## config.mk

```make
export PLATFORM = sky130hd
export DESIGN_NAME = rspi_sincos
export DESIGN_NICKNAME = d
export VERILOG_FILES = /design/src/rtl/rspi_pkg.sv /design/src/rtl/rspi_sincos.sv
export SDC_FILE = /design/constraint.sdc
export NUM_CORES = 2
export LEC_CHECK = 0
export ABC_AREA = 1
export BUFFER_PORTS_ARGS = -buffer_cell sky130_fd_sc_hd__buf_4
export CAP_MARGIN = 20
export CORE_MARGIN = 2
export CORE_UTILIZATION = 30
export CTS_BUF_LIST = sky130_fd_sc_hd__clkbuf_2 sky130_fd_sc_hd__clkbuf_4 sky130_fd_sc_hd__clkbuf_8
export DETAILED_ROUTE_END_ITERATION = 10
export PLACE_DENSITY = 0.54
export SLEW_MARGIN = 25
export SYNTH_ARGS = -nofsm -noshare
export SYNTH_HDL_FRONTEND = slang
export SYNTH_SLANG_ARGS = --single-unit
```

## constraint.sdc

```tcl
create_clock -name clk -period 20.5 [get_ports clk]
set_input_delay 2.05 -clock clk [delete_from_list [all_inputs] [get_ports clk]]
set_output_delay 2.05 -clock clk [all_outputs]
set_load 0.02 [all_outputs]
```

## src/rtl/rspi_pkg.sv

```systemverilog
// ----------------------------------------------------------------------------
// rspi_pkg
// Shared types, constants and tables of the Reeds-Shepp pose interpolator.
// ----------------------------------------------------------------------------
package rspi_pkg;

  localparam int SEG_COUNT    = 5;
  localparam int CORDIC_STEPS = 24;
  localparam int ANG_W        = 28;  // Q.16 heading, unwrapped
  localparam int TRIG_W       = 34;  // Q.30 sine, cosine and CORDIC datapath
  localparam int DIV_W        = 42;  // angle scaled to Q.30
  localparam int QBITS        = 11;  // quadrant count bits of the reduction

  localparam logic [DIV_W-1:0]         HALF_PI_Q30  = DIV_W'(64'd1686629713);
  localparam logic signed [TRIG_W-1:0] HALF_PI_S    = TRIG_W'(64'sd1686629713);
  localparam logic signed [TRIG_W-1:0] QUARTER_PI_S = TRIG_W'(64'sd843314856);
  localparam logic signed [TRIG_W-1:0] CORDIC_GAIN  = TRIG_W'(64'sd652032874);
  // just below 2^60 / HALF_PI_Q30, so the quotient estimate is never high
  localparam logic [29:0]              RECIP_HALF_PI = 30'd683565274;

  typedef enum logic [1:0] {
    SEG_NONE     = 2'd0,
    SEG_LEFT     = 2'd1,
    SEG_STRAIGHT = 2'd2,
    SEG_RIGHT    = 2'd3
  } seg_type_t;

  typedef struct packed {
    logic                    start;
    logic signed [ANG_W-1:0] angle;
  } sc_req_t;

  typedef struct packed {
    logic                     done;
    logic signed [TRIG_W-1:0] sin;
    logic signed [TRIG_W-1:0] cos;
  } sc_resp_t;

  function automatic logic [29:0] atan_q30(input logic [4:0] i);
    logic [29:0] v;
    case (i)
      5'd0:    v = 30'd843314857;
      5'd1:    v = 30'd497837829;
      5'd2:    v = 30'd263043836;
      5'd3:    v = 30'd133525159;
      5'd4:    v = 30'd67021687;
      5'd5:    v = 30'd33543516;
      5'd6:    v = 30'd16775851;
      5'd7:    v = 30'd8388437;
      5'd8:    v = 30'd4194283;
      5'd9:    v = 30'd2097149;
      5'd10:   v = 30'd1048576;
      5'd11:   v = 30'd524288;
      5'd12:   v = 30'd262144;
      5'd13:   v = 30'd131072;
      5'd14:   v = 30'd65536;
      5'd15:   v = 30'd32768;
      5'd16:   v = 30'd16384;
      5'd17:   v = 30'd8192;
      5'd18:   v = 30'd4096;
      5'd19:   v = 30'd2048;
      5'd20:   v = 30'd1024;
      5'd21:   v = 30'd512;
      5'd22:   v = 30'd256;
      5'd23:   v = 30'd128;
      default: v = 30'd0;
    endcase
    return v;
  endfunction

endpackage

```

## src/rtl/rspi_sincos.sv

```systemverilog
// ----------------------------------------------------------------------------
// rspi_sincos
// Sine and cosine of a Q.16 angle: quadrant reduction by a reciprocal multiply
// with one correction step, 24 CORDIC rotations, then quadrant rotation.
// Results in Q.30.
// ----------------------------------------------------------------------------
module rspi_sincos (
  input  logic             clk,
  input  logic             rst,
  input  rspi_pkg::sc_req_t  req,
  output rspi_pkg::sc_resp_t resp
);
  import rspi_pkg::*;

  typedef enum logic [2:0] {
    SC_IDLE, SC_MUL, SC_REM, SC_FIX, SC_RED, SC_ROT, SC_FIN
  } sc_state_t;

  sc_state_t                state;
  logic [ANG_W-1:0]         amag;
  logic [DIV_W-1:0]         mag;
  logic                     neg;
  logic [QBITS-1:0]         qm;
  logic [1:0]               q;
  logic signed [TRIG_W-1:0] x, y, z;
  logic [4:0]               i;

  logic [56:0]              recip_p;
  logic signed [TRIG_W-1:0] rem_s, rr;
  logic [1:0]               qq;
  logic signed [TRIG_W-1:0] xs, ys, at;

  always_comb begin
    recip_p  = 57'(amag) * 57'(RECIP_HALF_PI);
    rem_s    = $signed({2'b00, mag[31:0]});
    rr       = neg ? -rem_s : rem_s;
    qq       = neg ? 2'(-qm[1:0]) : qm[1:0];
    if (rr > QUARTER_PI_S) begin
      rr = rr - HALF_PI_S;
      qq = qq + 2'd1;
    end else if (rr < -QUARTER_PI_S) begin
      rr = rr + HALF_PI_S;
      qq = qq - 2'd1;
    end
    xs = x >>> i;
    ys = y >>> i;
    at = $signed({4'b0000, atan_q30(i)});
  end

  always_ff @(posedge clk) begin
    if (rst) begin
      state     <= SC_IDLE;
      resp.done <= 1'b0;
    end else begin
      resp.done <= 1'b0;
      unique case (state)
        SC_IDLE: begin
          if (req.start) begin
            amag  <= req.angle[ANG_W-1] ? ANG_W'(-req.angle) : ANG_W'(req.angle);
            neg   <= req.angle[ANG_W-1];
            state <= SC_MUL;
          end
        end
        SC_MUL: begin
          // quotient estimate, equal to the true one or one below
          qm    <= recip_p[56:46];
          state <= SC_REM;
        end
        SC_REM: begin
          mag   <= {amag, 14'b0} - qm * HALF_PI_Q30;
          state <= SC_FIX;
        end
        SC_FIX: begin
          if (mag >= HALF_PI_Q30) begin
            mag <= mag - HALF_PI_Q30;
            qm  <= qm + QBITS'(1);
          end
          state <= SC_RED;
        end
        SC_RED: begin
          z     <= rr;
          q     <= qq;
          x     <= CORDIC_GAIN;
          y     <= '0;
          i     <= '0;
          state <= SC_ROT;
        end
        SC_ROT: begin
          if (z >= 0) begin
            x <= x - ys;
            y <= y + xs;
            z <= z - at;
          end else begin
            x <= x + ys;
            y <= y - xs;
            z <= z + at;
          end
          if (i == 5'(CORDIC_STEPS - 1)) state <= SC_FIN;
          else i <= i + 5'd1;
        end
        SC_FIN: begin
          case (q)
            2'd0: begin resp.sin <= y;  resp.cos <= x;  end
            2'd1: begin resp.sin <= x;  resp.cos <= -y; end
            2'd2: begin resp.sin <= -y; resp.cos <= -x; end
            default: begin resp.sin <= -x; resp.cos <= y; end
          endcase
          resp.done <= 1'b1;
          state     <= SC_IDLE;
        end
        default: state <= SC_IDLE;
      endcase
    end
  end

endmodule

```

# After elaboration in Yosys (flattened, before gate mapping)
# Memories as Yosys holds them, arrays and structs flattened. A register that Yosys moved wholly into a read port is not among the register bits.
# Cells that the tools add are included.
# classes
addsub	19
magnitude_cmp	4
n_reduce_logical	13
shift	2
n_bitwise	1
multipliers	2
muxes	25
eq_ne	13
# op_table
operator	n
2-to-1 mux 34 bit	6
case mux 34 bit (2 select lines)	3
case mux 68 bit (3 select lines)	1
case mux 42 bit (2 select lines)	1
2-to-1 mux 69 bit	1
adder 34 bit	2
negator 34 bit	2
>>> shifter 34 x 5 -> 34 bit	2
subtractor 34 bit	2
multiplier 28 x 29 -> 56 bit, second input constant	1
>= comparator 42 x 31 -> 1 bit, second input constant	1
multiplier 11 x 31 -> 42 bit, second input constant	1
2-to-1 mux 42 bit	1
subtractor 42 x 31 -> 42 bit, second input constant	1
subtractor 42 bit	1
adder 34 x 31 -> 34 bit	1
adder 34 x 32 -> 34 bit, second input constant	1
>= comparator 34 x 1 -> 1 bit, second input constant	1
greater-than comparator 34 x 31 -> 1 bit, second input constant	1
< comparator 34 x 31 -> 1 bit, second input constant	1
negator 32 -> 34 bit	1
subtractor 34 x 31 -> 34 bit	1
subtractor 34 x 32 -> 34 bit, second input constant	1
negator 28 bit	1
other kinds (26)	44
# word_totals
wordCells	94
romBits	960
n_memories	1
regBits	263
# memory_table
name	depth	width	read_ports	rd_clocked_by_memory_dff	wr	line_no	source
(no name shown)	32	30	1	1	0	rspi_pkg.sv:41	case (i)

# Depth between registers and ports, before layout
# logic_depth
ltp_word	6
ltp_mapped	35
mapped_depth_nobuf	33

# Least setup slack after synthesis
# Ideal clock, no wire load.
# synth_timing
path_type	input port to flip-flop
startpoint	input rst
endpoint	register, netlist name at[11]
n_path_buf	0
cell_stages	12
setup_ns	0.087
path_slack_ns	11.408
t_arrival_ns	9.005
t_required_ns	20.413
cell_sequence	nor2_1 > o21ai_1 > inv_1 > o21ai_0 > o21ai_0 > inv_1 > ha_1 > inv_1 > o21ai_0 > a21oi_1 > o21ai_1 > o31ai_1
# synth_between
elab_chain_len	3
# synth_lines
element	line_no	source
start: declaration	rspi_sincos.sv:9	input logic rst,
inverter 1 bit (no line)	--	
AND reduction 3 bit (no line)	--	
2-to-1 mux 5 bit (no line)	--	
# No other way between the ends.
# A chain may end at the register's enable or synchronous reset.

# Worst setup path after layout
# layout_timing
startpoint	register amag[16]
endpoint	register qm[3], data pin
# layout_between
elab_chain_len	2
# layout_lines
element	line_no	source
start: declaration	rspi_sincos.sv:20	logic [ANG_W-1:0] amag;
start signal: assignment	rspi_sincos.sv:59	amag <= req.angle[ANG_W-1] ? ANG_W'(-req.angle) : ANG_W'(req.angle);
multiplier 28 x 29 -> 56 bit	rspi_sincos.sv:34	recip_p = 57'(amag) * 57'(RECIP_HALF_PI);
case mux 11 bit (2 select lines)	rspi_sincos.sv:56	unique case (state)
end signal: assignment	rspi_sincos.sv:66	qm <= recip_p[56:46];
end signal: assignment	rspi_sincos.sv:76	qm <= qm + QBITS'(1);
end: declaration	rspi_sincos.sv:23	logic [QBITS-1:0] qm;
# No other way between the ends.

==> results.md <==
* Minimum clock period at 7.07 ns
* CTS tree: done
* Status: finished clean
* EDFF count, synth at 259
* Buffer depth of the longest clock path at 3
* Area growth syn-to-layout at 8.82%
* Global-route wire length before repair at 281 mm
* Wire length per cell at 19.4 um
* RSZ-0062 raised after global routing: no
* Post-Syn Area at 50500 um^2
* Fin nets at 8077
* CP Max Fanout at 8
* DR iter-0 viols at 4016
* Reg2Reg Capture Point: qm[3]
* Setup-failing EPs final at 0
* Largest net degree at the start of global routing at 92
* Final hold viol count at 0
* Hold path start: x[0]
* Arr. time, crit path at 7.53 ns
* Die Span Y at 414 um
* Synth Flop Type: edfxtp_1
* Total GRT Usage at 20.9%
* Seq/Total Area, Yosys at 16.8%
* Worst Hold Class: flip-flop to flip-flop
* Worst EP required at 20.96 ns
* Vias at 47100
* Crit start category: flip-flop
* Final Cycle Share at 34.5%
* Global route total overflow at 0
* Worst Skew at 0.0533 ns
* Clock Latency Late Sink at 0.76 ns
* Worst r2r src: amag[16]
* Critical path class: flip-flop to flip-flop
* Io pins at 100
* Post-synth cell types at 69
* 1st-pass router iterations at 6
* H-tree levels at 3
* Routability congestion estimate at 0.959
* Layout cells sized above 1 at 5.76%
* DP Wirelength at 150 mm
* Peak Freq at 0.141 GHz
* Residual DRC count at 0
* Initial antenna violation count at 7
* Min-Delay Path Depth at 2
* Post-Synthesis Cells at 7041
* Synthesis-stage register bit count at 293
* Asr flop ratio synth at 0%
* Worst-path clk slew at 0.05 ns
* Final setup TNS at 0 ns
* Vias in the first global route at 46900
* Port bufs at 99
* Path depth of the worst reg2reg path at 22
* Root buf cell: clkbuf_8
* Synth Area per Inst at 7.17 um^2
* DR vias/cell at 5.04
* R2R Setup Slk at 13.43 ns
* Resize count post-CTS at 0
* Cts hold-fix bufs at 0
* YS warnings at 0
* Fin Hold WS at 0.549 ns
* Number of fill cells at 18100
* Starting Density at 30.2%
* TritonCTS Buffers at 66
* Core Region at 167000 um^2
* Die Wd at 414 um
* Relative slew slack at 28.6%
* Utilization after layout at 32.9%
* Die ar. at 172000 um^2
* Postcts setup bufs at 0
* Antenna viol nets, final at 0
* Endpoint, Worst Hold: resp[34]
* Pins over their slew limit at 0
* Clock sink total at 293
* Syn_nets at 8039
* Worst-Margin Slew at 1.07 ns
* Routed wire length at 181 mm
* Max-Cap Viols at 0
* CP Capture Type: flip-flop
* Row Count at 150
## Yosys cell counts, drive strengths merged (15+ instances only)
master      n  area, um^2
a21boi     15         113
a21o       21         158
a21oi     385        1950
a221oi     25         219
a31oi      51         319
buf        82         479
clkbuf     86         323
dfxtp      34         681
edfxtp    259        7780
fa        410        8210
ha        557        6970
inv      1288        4840
nand2    1522        5810
nand3     506        2570
nand4      76         475
nor2      645        2580
nor3       81         430
nor4       28         175
o2111ai    29         254
o211ai     38         290
o21a       27         203
o21ai     493        2510
o21bai     19         143
o22ai      25         156
or2        39         244
xnor2      55         482
xor2      175        1550
## flip-flops by register name, indices dropped and copies added, names as in the netlist
register	cells
z	34
x	34
at	30
resp	69
i	5
y	34
q	2
mag	42
amag	28
qm	11
state	3
neg	1
## cell families (layout without fill, tap and decap cells)
| logic type | after synthesis | in the layout | share of synthesized area [%] |
|---|---|---|---|
| DFF | 293 | 293 | 16.8 |
| muxes | 6 | 6 | 0.119 |
| buffers and inverters | 1459 | 1548 | 11.2 |
| xor gates and xnor gates | 230 | 230 | 4.02 |
| and+or+nand+nor | 2912 | 2912 | 24.6 |
| other | 0 | 4 | 0 |
| adders and majority gates | 967 | 967 | 30.1 |
| AOI/OAI and AO/OA | 1174 | 1174 | 13.3 |
## per-layer routing
layer	up-vias	global-route usage [%]	wire length, um
met5	-	0	13
met4	2	6.50	6230
met3	235	2.65	9760
met2	1402	34.6	83400
met1	22400	28.3	82000
li1	23100	-	-
## how the worst max path moves through the flow
stage | startpoint | endpoint | cells after the start
global route | amag[23] | qm[4] | 23
floorplan | rst | at[11] | 12
finish | amag[16] | qm[3] | 22
global placement | amag[16] | qm[3] | 22
CTS | amag[16] | qm[3] | 22
detailed placement | amag[16] | qm[3] | 22
## critical path, stage by stage, from the launching register on
cell and delay, ns:
edfxtp_1 0.62, fa_1 0.69, inv_1 0.08, fa_1 0.57, fa_1 0.47, fa_1 0.51
inv_1 0.06, fa_1 0.51, fa_1 0.60, inv_1 0.07, fa_1 0.52, inv_1 0.05
ha_1 0.30, nand2_1 0.09, nor2_1 0.23, nand3_1 0.10, nor4_1 0.56, nand2_1 0.14
o21ai_0 0.17, a21oi_1 0.05, o21ai_0 0.10, xnor2_1 0.18, o21ai_0 0.11
## metrics by stage
step | std cells | instance area [um^2] | worst slack (ns)
global route | 9337 | 54900 | 13.12
CTS | 9333 | 54900 | 13.52
floorplan | 7041 | 50500 | 11.41
finish | 9338 | 54900 | 13.43
global placement | 9214 | 53500 | 13.58
detailed placement | 9214 | 53500 | 13.55
## cell type report
type,instances,area (um^2),share of cell area [%]
Multi-Input combinational cell,5289,36400,66.3
Sequential cell,293,8460,15.4
Timing Repair Buffer,138,1030,1.88
Tap cell,2204,2760,5.02
Clock buffer,80,1050,1.91
Inverter,1291,4850,8.84
Clock inverter,39,352,0.640
Antenna cell,4,10.0,0.0182
## cells in the final DEF, fill, tap and decap left out, drive strengths merged, types with 3 or more instances in the layout
cell	n
a2111oi	3
a211oi	6
a21boi	15
a21o	21
a21oi	385
a221oi	25
a31oi	51
and2	4
and3	3
buf	138
bufinv	6
clkbuf	80
clkinv	28
clkinvlp	5
dfxtp	34
diode	4
edfxtp	259
fa	410
ha	557
inv	1291
mux2i	6
nand2	1522
nand3	506
nand3b	8
nand4	76
nor2	645
nor3	81
nor4	28
o2111ai	29
o211ai	38
o21a	27
o21ai	493
o21bai	19
o221ai	14
o22ai	25
o31ai	14
or2	39
xnor2	55
xor2	175
Power is not shown: default switching activity piles up to over one toggle a cycle in this logic, so the estimate is an artifact.
